**src/hw/rtl/demand_paging_lru_translate_top_assert.svh**
```systemverilog
// assertion macros used by dplt_ctrl
// expects i_clk and i_rst_n in the scope where a macro is used
`ifndef DEMAND_PAGING_LRU_TRANSLATE_TOP_ASSERT_SVH
`define DEMAND_PAGING_LRU_TRANSLATE_TOP_ASSERT_SVH

// same-cycle implication, off while in reset
`define DPLT_ASSERT_IMP(lbl, ante, cons) \
    lbl: assert property (@(posedge i_clk) disable iff (!i_rst_n) (ante) |-> (cons)) \
        else $error("dplt assertion failed");

// next-cycle implication, off while in reset
`define DPLT_ASSERT_NXT(lbl, ante, cons) \
    lbl: assert property (@(posedge i_clk) disable iff (!i_rst_n) (ante) |=> (cons)) \
        else $error("dplt assertion failed");

`endif

```
**src/hw/rtl/dplt_pkg.sv**
```systemverilog
// types and constants of the paging translator
// used by dplt_cell, dplt_ctrl and demand_paging_lru_translate_top
package dplt_pkg;

    localparam int ADDR_W      = 12;
    localparam int PADDR_W     = 10;
    localparam int OFFSET_BITS = 7;
    localparam int PAGE_BITS   = 5;
    localparam int STAMP_W     = 32;
    localparam int COUNT_W     = 32;
    // frame 0 is reserved, frames 1..NUM_FRAMES-1 sit in the chain
    localparam int NUM_FRAMES  = 8;
    // frame index field, as wide as the frame field of the physical address
    localparam int FIDX_W      = $clog2(NUM_FRAMES);

    typedef logic [FIDX_W-1:0]    t_fidx;
    typedef logic [PAGE_BITS-1:0] t_page;
    typedef logic [STAMP_W-1:0]   t_stamp;

    // search result handed from cell to cell
    typedef struct packed {
        logic   hit;
        t_fidx  hit_idx;
        logic   free_found;
        t_fidx  free_idx;
        t_stamp best_stamp;
        t_fidx  best_idx;
    } t_carry;

    // frame update broadcast to all cells
    typedef struct packed {
        logic   we;
        t_fidx  idx;
        t_page  owner;
        t_stamp stamp;
    } t_frame_wr;

    // chain head: nothing found yet, lru default is frame 1
    localparam t_carry CARRY_INIT = '{
        hit:        1'b0,
        hit_idx:    '0,
        free_found: 1'b0,
        free_idx:   '0,
        best_stamp: '1,
        best_idx:   t_fidx'(1)
    };

    typedef enum logic [1:0] {
        ST_IDLE,
        ST_SCAN,
        ST_COMMIT
    } t_state;

endpackage

```
**src/hw/rtl/dplt_cell.sv**
```systemverilog
// one frame cell: owner page, in-use flag and last-use stamp
// merges its frame into the passing search result; depends on dplt_pkg
module dplt_cell
    import dplt_pkg::*;
#(
    parameter int CELL_IDX = 1
) (
    input  logic      i_clk,
    input  logic      i_rst_n,
    input  t_page     i_page,
    input  t_carry    i_carry,
    input  t_frame_wr i_wr,
    output t_carry    o_carry
);

    localparam t_fidx IDX = t_fidx'(CELL_IDX);

    logic   r_used;
    t_page  r_owner;
    t_stamp r_stamp;
    t_carry r_carry;
    t_carry n_carry;

    // frame state, written on a commit that selects this cell
    always_ff @(posedge i_clk) begin
        if (!i_rst_n) begin
            r_used  <= 1'b0;
            r_stamp <= '0;
        end else if (i_wr.we && i_wr.idx == IDX) begin
            r_used  <= 1'b1;
            r_stamp <= i_wr.stamp;
        end
        if (i_wr.we && i_wr.idx == IDX) begin
            r_owner <= i_wr.owner;
        end
    end

    // merge this frame into the search result
    always_comb begin
        n_carry = i_carry;
        if (r_used && r_owner == i_page) begin
            n_carry.hit     = 1'b1;
            n_carry.hit_idx = IDX;
        end
        if (!r_used && !i_carry.free_found) begin
            n_carry.free_found = 1'b1;
            n_carry.free_idx   = IDX;
        end
        if (r_stamp < i_carry.best_stamp) begin
            n_carry.best_stamp = r_stamp;
            n_carry.best_idx   = IDX;
        end
    end

    // hand the result to the next cell
    always_ff @(posedge i_clk) begin
        r_carry <= n_carry;
    end

    assign o_carry = r_carry;

endmodule

```
**src/hw/rtl/dplt_ctrl.sv**
```systemverilog
// sequencer: input transfer, scan wait, commit and result register
// also holds the access clock and fault counter; depends on dplt_pkg
`include "demand_paging_lru_translate_top_assert.svh"

module dplt_ctrl
    import dplt_pkg::*;
(
    input  logic               i_clk,
    input  logic               i_rst_n,
    input  logic               i_in_valid,
    output logic               o_in_ready,
    input  logic [ADDR_W-1:0]  i_logical_address,
    input  t_carry             i_tail,
    output t_page              o_page,
    output t_frame_wr          o_wr,
    output logic               o_out_valid,
    input  logic               i_out_ready,
    output logic [PADDR_W-1:0] o_physical_address,
    output logic               o_page_fault,
    output logic [COUNT_W-1:0] o_fault_count
);

    localparam int CW = $clog2(NUM_FRAMES);
    localparam int FBITS = PADDR_W - OFFSET_BITS;

    t_state                 r_state, n_state;
    logic [CW-1:0]          r_cnt, n_cnt;
    t_page                  r_page;
    logic [OFFSET_BITS-1:0] r_offset;
    t_stamp                 r_clock, n_clock;
    logic [COUNT_W-1:0]     r_faults, n_faults;
    logic                   r_out_valid, n_out_valid;
    logic [PADDR_W-1:0]     r_paddr;
    logic                   r_fault;
    logic                   in_xfer;
    logic                   commit_go;
    t_fidx                  frame;
    logic                   fault;

    assign in_xfer   = i_in_valid && (r_state == ST_IDLE);
    assign commit_go = (r_state == ST_COMMIT) && (!r_out_valid || i_out_ready);

    // frame choice from the chain tail: hit, lowest free, then lru
    always_comb begin
        fault = !i_tail.hit;
        if (i_tail.hit) begin
            frame = i_tail.hit_idx;
        end else if (i_tail.free_found) begin
            frame = i_tail.free_idx;
        end else begin
            frame = i_tail.best_idx;
        end
    end

    // next state, counters and output valid
    always_comb begin
        n_state     = r_state;
        n_cnt       = r_cnt;
        n_clock     = r_clock;
        n_faults    = r_faults;
        n_out_valid = r_out_valid;
        if (r_out_valid && i_out_ready) begin
            n_out_valid = 1'b0;
        end
        case (r_state)
            ST_IDLE: begin
                if (in_xfer) begin
                    n_state = ST_SCAN;
                    n_cnt   = '0;
                end
            end
            ST_SCAN: begin
                if (r_cnt == CW'(NUM_FRAMES - 2)) begin
                    n_state = ST_COMMIT;
                end else begin
                    n_cnt = r_cnt + 1'b1;
                end
            end
            ST_COMMIT: begin
                if (commit_go) begin
                    n_state     = ST_IDLE;
                    n_out_valid = 1'b1;
                    if (r_clock != '1) begin
                        n_clock = r_clock + 1'b1;
                    end
                    if (fault && r_faults != '1) begin
                        n_faults = r_faults + 1'b1;
                    end
                end
            end
            default: begin
                n_state = ST_IDLE;
            end
        endcase
    end

    // control registers
    always_ff @(posedge i_clk) begin
        if (!i_rst_n) begin
            r_state     <= ST_IDLE;
            r_cnt       <= '0;
            r_clock     <= '0;
            r_faults    <= '0;
            r_out_valid <= 1'b0;
        end else begin
            r_state     <= n_state;
            r_cnt       <= n_cnt;
            r_clock     <= n_clock;
            r_faults    <= n_faults;
            r_out_valid <= n_out_valid;
        end
    end

    // captured address and result payload
    always_ff @(posedge i_clk) begin
        if (in_xfer) begin
            r_page   <= i_logical_address[OFFSET_BITS +: PAGE_BITS];
            r_offset <= i_logical_address[OFFSET_BITS-1:0];
        end
        if (commit_go) begin
            r_paddr <= {frame[FBITS-1:0], r_offset};
            r_fault <= fault;
        end
    end

    // frame update broadcast, stamped with the advanced clock
    always_comb begin
        o_wr.we    = commit_go;
        o_wr.idx   = frame;
        o_wr.owner = r_page;
        o_wr.stamp = n_clock;
    end

    assign o_in_ready         = (r_state == ST_IDLE);
    assign o_page             = r_page;
    assign o_out_valid        = r_out_valid;
    assign o_physical_address = r_paddr;
    assign o_page_fault       = r_fault;
    assign o_fault_count      = r_faults;

    `DPLT_ASSERT_IMP(a_frame_in_range, o_wr.we, o_wr.idx != '0 && o_wr.idx < NUM_FRAMES)
    `DPLT_ASSERT_NXT(a_commit_shows, commit_go, r_out_valid)
    `DPLT_ASSERT_NXT(a_faults_grow, commit_go, r_faults >= $past(r_faults))

endmodule

```
**src/hw/rtl/demand_paging_lru_translate_top.sv**
```systemverilog
// Demand-paging address translator with LRU frame replacement.
// Input channel: i_in_valid / o_in_ready move one 12-bit logical address
// (page in bits 11..7, offset in bits 6..0). Output channel: o_out_valid /
// i_out_ready move the physical address (frame in bits 9..7, offset below),
// the page fault flag and the saturating fault count including this access.
// Frames sit in a chain of NUM_FRAMES-1 cells (frame 0 is reserved); a
// search result moves one cell per cycle through the chain, and a new
// address is taken only once the previous one has been committed.
// A hit reuses the owning frame; a miss takes the lowest free frame, else
// evicts the least recently stamped frame, lowest index on ties.
// Reset (i_rst_n low, synchronous) frees all frames and clears the access
// clock and fault count; no clearing pass follows.
// A result waits in the output register while i_out_ready is low; the next
// address is still taken and scanned, and its commit waits for the slot.
// Depends on dplt_pkg, dplt_cell and dplt_ctrl.
module demand_paging_lru_translate_top
    import dplt_pkg::*;
(
    input  logic               i_clk,
    input  logic               i_rst_n,
    input  logic               i_in_valid,
    output logic               o_in_ready,
    input  logic [ADDR_W-1:0]  i_logical_address,
    output logic               o_out_valid,
    input  logic               i_out_ready,
    output logic [PADDR_W-1:0] o_physical_address,
    output logic               o_page_fault,
    output logic [COUNT_W-1:0] o_fault_count
);

    t_carry    w_carry [NUM_FRAMES];
    t_page     w_page;
    t_frame_wr w_wr;

    // chain head
    assign w_carry[0] = CARRY_INIT;

    // one cell per usable frame
    for (genvar g = 1; g < NUM_FRAMES; g++) begin : g_cell
        dplt_cell #(
            .CELL_IDX (g)
        ) u_cell (
            .i_clk   (i_clk),
            .i_rst_n (i_rst_n),
            .i_page  (w_page),
            .i_carry (w_carry[g-1]),
            .i_wr    (w_wr),
            .o_carry (w_carry[g])
        );
    end

    // sequencer and result register
    dplt_ctrl u_ctrl (
        .i_clk              (i_clk),
        .i_rst_n            (i_rst_n),
        .i_in_valid         (i_in_valid),
        .o_in_ready         (o_in_ready),
        .i_logical_address  (i_logical_address),
        .i_tail             (w_carry[NUM_FRAMES-1]),
        .o_page             (w_page),
        .o_wr               (w_wr),
        .o_out_valid        (o_out_valid),
        .i_out_ready        (i_out_ready),
        .o_physical_address (o_physical_address),
        .o_page_fault       (o_page_fault),
        .o_fault_count      (o_fault_count)
    );

endmodule

```
**config.mk**
```make
export PLATFORM = sky130hd
export DESIGN_NAME = demand_paging_lru_translate_top
export DESIGN_NICKNAME = d
export VERILOG_FILES = /design/src/hw/rtl/dplt_pkg.sv /design/src/hw/rtl/dplt_cell.sv /design/src/hw/rtl/dplt_ctrl.sv /design/src/hw/rtl/demand_paging_lru_translate_top.sv
export VERILOG_INCLUDE_DIRS = /design/src /design/src/hw/rtl
export SDC_FILE = /design/constraint.sdc
export NUM_CORES = 1
export LEC_CHECK = 0
export BUFFER_PORTS_ARGS = -buffer_cell sky130_fd_sc_hd__buf_2
export CAP_MARGIN = 10
export CORE_ASPECT_RATIO = 0.9
export CORE_MARGIN = 2
export CORE_UTILIZATION = 51
export DETAILED_ROUTE_END_ITERATION = 7
export MAX_ROUTING_LAYER = met4
export PLACE_DENSITY = 0.63
export SLEW_MARGIN = 20
export SYNTH_ARGS = -nofsm -noshare
export SYNTH_HDL_FRONTEND = slang
export SYNTH_SLANG_ARGS = --single-unit
```
**constraint.sdc**
```tcl
create_clock -name i_clk -period 3.26 [get_ports i_clk]
set_clock_uncertainty 0.2 [all_clocks]
set_input_delay 0.326 -clock i_clk [delete_from_list [all_inputs] [get_ports i_clk]]
set_output_delay 0.326 -clock i_clk [all_outputs]
set_load 0.1 [all_outputs]
```
==> metrics.txt <==
# TYPE chip_impl_metric gauge
chip_impl_info{name="timing.critical_path.from_type",value="flop"} 1
chip_impl_metric{name="initial_utilization",unit="%"} 51.37
chip_impl_info{name="r2r-start",value="u_ctrl.r_clock[0]"} 1
chip_impl_info{name="worstHoldPathType",value="flop to flop"} 1
chip_impl_metric{name="cts.clk_slew.worst_paths",unit="ns"} 0.06
chip_impl_metric{name="gp_congestion",unit=""} 0.9509
chip_impl_metric{name="floorplan.die_area",unit="sq mm"} 0.05100
chip_impl_metric{name="placement.io_buffers",unit=""} 60
chip_impl_metric{name="syn_to_final_growth",unit="%"} 13.80
chip_impl_metric{name="ant_nets",unit=""} 0
chip_impl_metric{name="die_h",unit="um"} 214.4
chip_impl_metric{name="yosysTopAreaCellShare",unit="%"} 44.28
chip_impl_metric{name="cts_htree_levels",unit=""} 2
chip_impl_metric{name="multi_input_area",unit="sq mm"} 0.01105
chip_impl_metric{name="whs_path_depth",unit=""} 0
chip_impl_metric{name="critPathMaxStageDelay",unit="ns"} 0.80
chip_impl_info{name="run_status",value="completed"} 1
chip_impl_metric{name="post-place-cells",unit=""} 3090
chip_impl_metric{name="grt_antenna_before_repair",unit=""} 0
chip_impl_metric{name="netSwitchingPower",unit="mW"} 3.042
chip_impl_metric{name="static-leakage-power",unit="nW"} 11.77
chip_impl_info{name="unrepaired_setup_endpoints_after_global_routing",value="false"} 1
chip_impl_metric{name="ioPinCount",unit=""} 61
chip_impl_info{name="critical_path.cell_chain",value="ha_1 -> nand4_1 -> nor4_4 -> and3_1 -> nor3_1 -> xnor2_1 -> a21oi_1"} 1
chip_impl_info{name="cts.root.buffer_cell",value="clkbuf_16"} 1
chip_impl_metric{name="die_width",unit="um"} 237.8
chip_impl_metric{name="cell_internal_power",unit="mW"} 11.95
chip_impl_metric{name="synth.net_count",unit=""} 2689
chip_impl_metric{name="dp_hpwl",unit="um"} 38380
chip_impl_metric{name="required_time_at_the_worst_slack_endpoint",unit="ns"} 3.53
chip_impl_metric{name="regArea",unit="sq mm"} 0.01285
chip_impl_metric{name="syn_inst",unit=""} 2483
chip_impl_metric{name="power.switching_fraction",unit="%"} 20.30
chip_impl_metric{name="routed_wl",unit="um"} 55790
chip_impl_info{name="min_from",value="g_cell[1].u_cell.r_stamp[9]"} 1
chip_impl_metric{name="drt_first_iter_violations",unit=""} 1257
chip_impl_metric{name="cap_violations",unit=""} 0
chip_impl_metric{name="hold_ws",unit="ns"} 0.1413
chip_impl_info{name="tritoncts",value="built"} 1
chip_impl_info{name="post_synth_main_area_contributors",value="dfxtp_1 44%, ha_1 9.5%, mux2_2 7.2%"} 1
chip_impl_metric{name="drt-vias-per-instance",unit=""} 5.450
chip_impl_metric{name="finalSetupViolations",unit=""} 0
chip_impl_metric{name="routed-via-count",unit=""} 17550
chip_impl_metric{name="timing.final.hold_violations",unit=""} 0
chip_impl_metric{name="synth_async_sr_flop_share",unit="%"} 0
chip_impl_info{name="slowest_cell_on_the_critical_path",value="xnor2_1"} 1
chip_impl_metric{name="grtUsageTotal",unit="%"} 22.80
chip_impl_metric{name="postSynthRegisterBits",unit=""} 613
chip_impl_metric{name="vdd_ir_drop_max",unit="uV"} 398.8
chip_impl_metric{name="final.setup.tns",unit="ns"} 0
chip_impl_metric{name="worstSkewPairLatency",unit="ns"} 0.63
chip_impl_metric{name="synth-warning-count",unit=""} 0
chip_impl_metric{name="floorplan.core_area",unit="sq mm"} 0.04885
chip_impl_metric{name="power_density",unit="mW/mm^2"} 524.8
chip_impl_metric{name="grt_overflow",unit=""} 0
chip_impl_metric{name="pin_count_of_the_biggest_net_entering_global_routing",unit=""} 164
chip_impl_metric{name="layout_worst_path_cycle_share",unit="%"} 90.41
chip_impl_metric{name="seq_area_frac_synth",unit="%"} 51.22
chip_impl_info{name="endpoint_worst_hold",value="g_cell[1].u_cell.o_carry[12]"} 1
chip_impl_info{name="worst-setup-path-type",value="flop to flop"} 1
chip_impl_metric{name="cts-hold-fix-buffers",unit=""} 15
chip_impl_metric{name="cts_inserted_buffers",unit=""} 61
chip_impl_metric{name="r2r_cells",unit=""} 7
chip_impl_metric{name="grt_first_pass_wirelength",unit="um"} 91250
chip_impl_metric{name="fill_cells",unit=""} 4077
chip_impl_metric{name="timing.reg2reg.setup_slack",unit="ns"} 0.31
chip_impl_metric{name="p_seq_share",unit="%"} 50.9
chip_impl_metric{name="placementRows",unit=""} 77
chip_impl_metric{name="design.final.nets",unit=""} 2742
chip_impl_metric{name="post_cts_resize_count",unit=""} 0
chip_impl_metric{name="drcViolationCount",unit=""} 0
chip_impl_metric{name="clock.fmax",unit="GHz"} 0.3393
chip_impl_metric{name="power.combinational.fraction",unit="%"} 0.9
chip_impl_metric{name="synth.avg_cell_area",unit="sq um"} 10.11
chip_impl_info{name="regToRegEndpoint",value="g_cell[5].u_cell.r_stamp[27]"} 1
chip_impl_metric{name="number_of_global_route_vias_before_repair",unit=""} 17020
chip_impl_metric{name="insertedDiodeCount",unit=""} 0
chip_impl_metric{name="clock_sink_count",unit=""} 613
chip_impl_metric{name="max_slew_margin",unit="%"} 32.43
chip_impl_metric{name="synth_enable_flop_cells",unit=""} 58
chip_impl_metric{name="post-cts-setup-buffers",unit=""} 0
chip_impl_metric{name="tightest_slew",unit="ns"} 1.006
chip_impl_info{name="synthDominantAreaCellType",value="dfxtp_1"} 1
chip_impl_metric{name="timing_max_transition_violations_final",unit=""} 0
chip_impl_metric{name="cts-root-to-sink-buffers",unit=""} 3
chip_impl_metric{name="mappedNetlistArea",unit="sq mm"} 0.02509
chip_impl_metric{name="detail_route.wl_per_cell",unit="um"} 17.33
chip_impl_metric{name="post_layout_nonfiller_instances",unit=""} 3220
chip_impl_metric{name="final_layout_size_suffix_gt1_share",unit="%"} 16.96
chip_impl_info{name="synth_top_flop_cell",value="dfxtp_1"} 1
chip_impl_metric{name="fin_crit",unit="ns"} 2.947
chip_impl_metric{name="synth.distinct_cells",unit=""} 55
chip_impl_metric{name="drt_first_pass_iters",unit=""} 5
chip_impl_metric{name="cp_max_fo",unit=""} 8
chip_impl_metric{name="power.clock.fraction",unit="%"} 48.2
chip_impl_info{name="crit_path_end_kind",value="flop"} 1
chip_impl_metric{name="timing.critical_path.arrival",unit="ns"} 3.21
-- stage by stage --
step | utilization (%) | setup WS [ns] | power (mW) | instance area [sq um]
global placement | 53.91 | 0.2906 | 7.916 | 26330
global route | 58.46 | 0.1372 | 15.48 | 28560
CTS | 58.46 | 0.2592 | 15.13 | 28560
floorplan | - | 0.3026 | 7.874 | 25090
detailed placement | 53.91 | 0.2716 | 7.920 | 26330
finish | 58.46 | 0.3126 | 14.99 | 28560
-- registers in the layout, indices dropped and copies added, names as in the netlist --
signal / flops
g_cell.u_cell.o_carry: 254
g_cell.u_cell.r_stamp: 224
g_cell.u_cell.r_owner: 35
u_ctrl.o_fault_count: 32
u_ctrl.r_clock: 32
u_ctrl.o_physical_address: 10
g_cell.u_cell.r_used: 7
u_ctrl.r_offset: 7
u_ctrl.o_page: 5
u_ctrl.r_cnt: 3
u_ctrl.r_state: 2
u_ctrl.o_out_valid: 1
u_ctrl.o_page_fault: 1
-- how the worst max path moves through the flow --
stage | startpoint | end | slack [ns]
floorplan | u_ctrl.o_out_valid | g_cell[4].u_cell.r_owner[0] | 0.30
global placement | g_cell[2].u_cell.o_carry[5] | g_cell[3].u_cell.o_carry[4] | 0.29
detailed placement | g_cell[2].u_cell.o_carry[5] | g_cell[3].u_cell.o_carry[5] | 0.27
CTS | g_cell[2].u_cell.o_carry[5] | g_cell[3].u_cell.o_carry[21] | 0.26
global route | u_ctrl.r_clock[0] | g_cell[7].u_cell.r_stamp[27] | 0.14
finish | u_ctrl.r_clock[0] | g_cell[5].u_cell.r_stamp[27] | 0.31
-- cells by family after synthesis --
| logic type | after synthesis | synth area share, % |
|---|---|---|
| AO/OA/AOI/OAI | 635 | 13.83 |
| XOR/XNOR | 92 | 3.600 |
| adder cells (fa/ha/maj) | 190 | 9.473 |
| buffers and inverters | 339 | 5.190 |
| flip-flops | 613 | 51.22 |
| multiplexers | 165 | 7.379 |
| AND/OR/NAND/NOR | 449 | 9.314 |
-- layer usage --
metal  GRT usage (%)  share of wire, %  up-vias  wire, um
met4           7.275               2.7        0      1483
li1                -                 -     8724         -
met3           3.077               5.1      101      2830
met2           31.41                41      395     22600
met5               -                 0        -         0
met1           34.29                52     8328     28880
-- worst max-delay path, delay by kind of cell, from the launching register on --
| kind | cells | cell delay [ns] |
|---|---|---|
| and+or+nand+nor | 4 | 0.97 |
| xor gates and xnor gates | 1 | 0.80 |
| DFF | 1 | 0.41 |
| adders and majority gates | 1 | 0.26 |
| AOI/OAI and AO/OA | 1 | 0.16 |
-- placed cells by master, fill, tap and decap left out, drive strengths merged, types with 30 or more instances in the layout --
| cell | netlist | routed |
|---|---|---|
| dfxtp | 555 | 555 |
| a21oi | 287 | 287 |
| o21ai | 260 | 260 |
| inv | 200 | 202 |
| ha | 190 | 190 |
| mux2 | 160 | 160 |
| nor2 | 116 | 116 |
| buf | 30 | 114 |
| nand2 | 91 | 91 |
| clkbuf | 109 | 82 |
| xor2 | 66 | 66 |
| edfxtp | 58 | 58 |
| nand4 | 47 | 47 |
| nand3 | 37 | 37 |
| a21o | 30 | 30 |
-- power groups by stage --
| stage | Clock, mW | Combinational (mW) | Sequential [mW] |
|---|---|---|---|
| CTS | 7.36 | 0.134 | 7.63 |
| floorplan | 0 | 0.0878 | 7.79 |
| finish | 7.22 | 0.132 | 7.64 |
| detailed placement | 0 | 0.118 | 7.80 |
| global route | 7.70 | 0.145 | 7.63 |
| global placement | 0 | 0.116 | 7.80 |
-- synth_stat cells (3+ instances only) --
master / instances
a211oi_1: 19
a21o_1: 30
a21oi_1: 287
a221oi_1: 3
a31oi_1: 7
a41oi_1: 6
and2_1: 8
and3_1: 26
and4_1: 14
buf_1: 6
buf_2: 24
clkbuf_1: 109
dfxtp_1: 555
edfxtp_1: 58
ha_1: 190
inv_1: 199
mux2_2: 160
mux2i_1: 5
nand2_1: 91
nand2b_1: 13
nand3_1: 36
nand4_1: 47
nor2_1: 116
nor2b_1: 21
nor3_1: 22
nor3b_1: 3
nor4_1: 10
nor4_4: 3
o21ai_0: 260
o21bai_1: 6
o31ai_1: 3
or2_2: 28
or3_1: 3
xnor2_1: 24
xor2_1: 55
xor2_2: 11
-- area by class of cell --
cell class,count,share of cell area [%]
Clock buffer,82,5.972
Tap cell,632,2.769
Timing Repair Buffer,129,3.619
Sequential cell,613,45.01
Clock inverter,33,1.297
Multi-Input combinational cell,1531,38.71
Inverter,200,2.629
No activity file was read; power rests on OpenSTA's default activity.
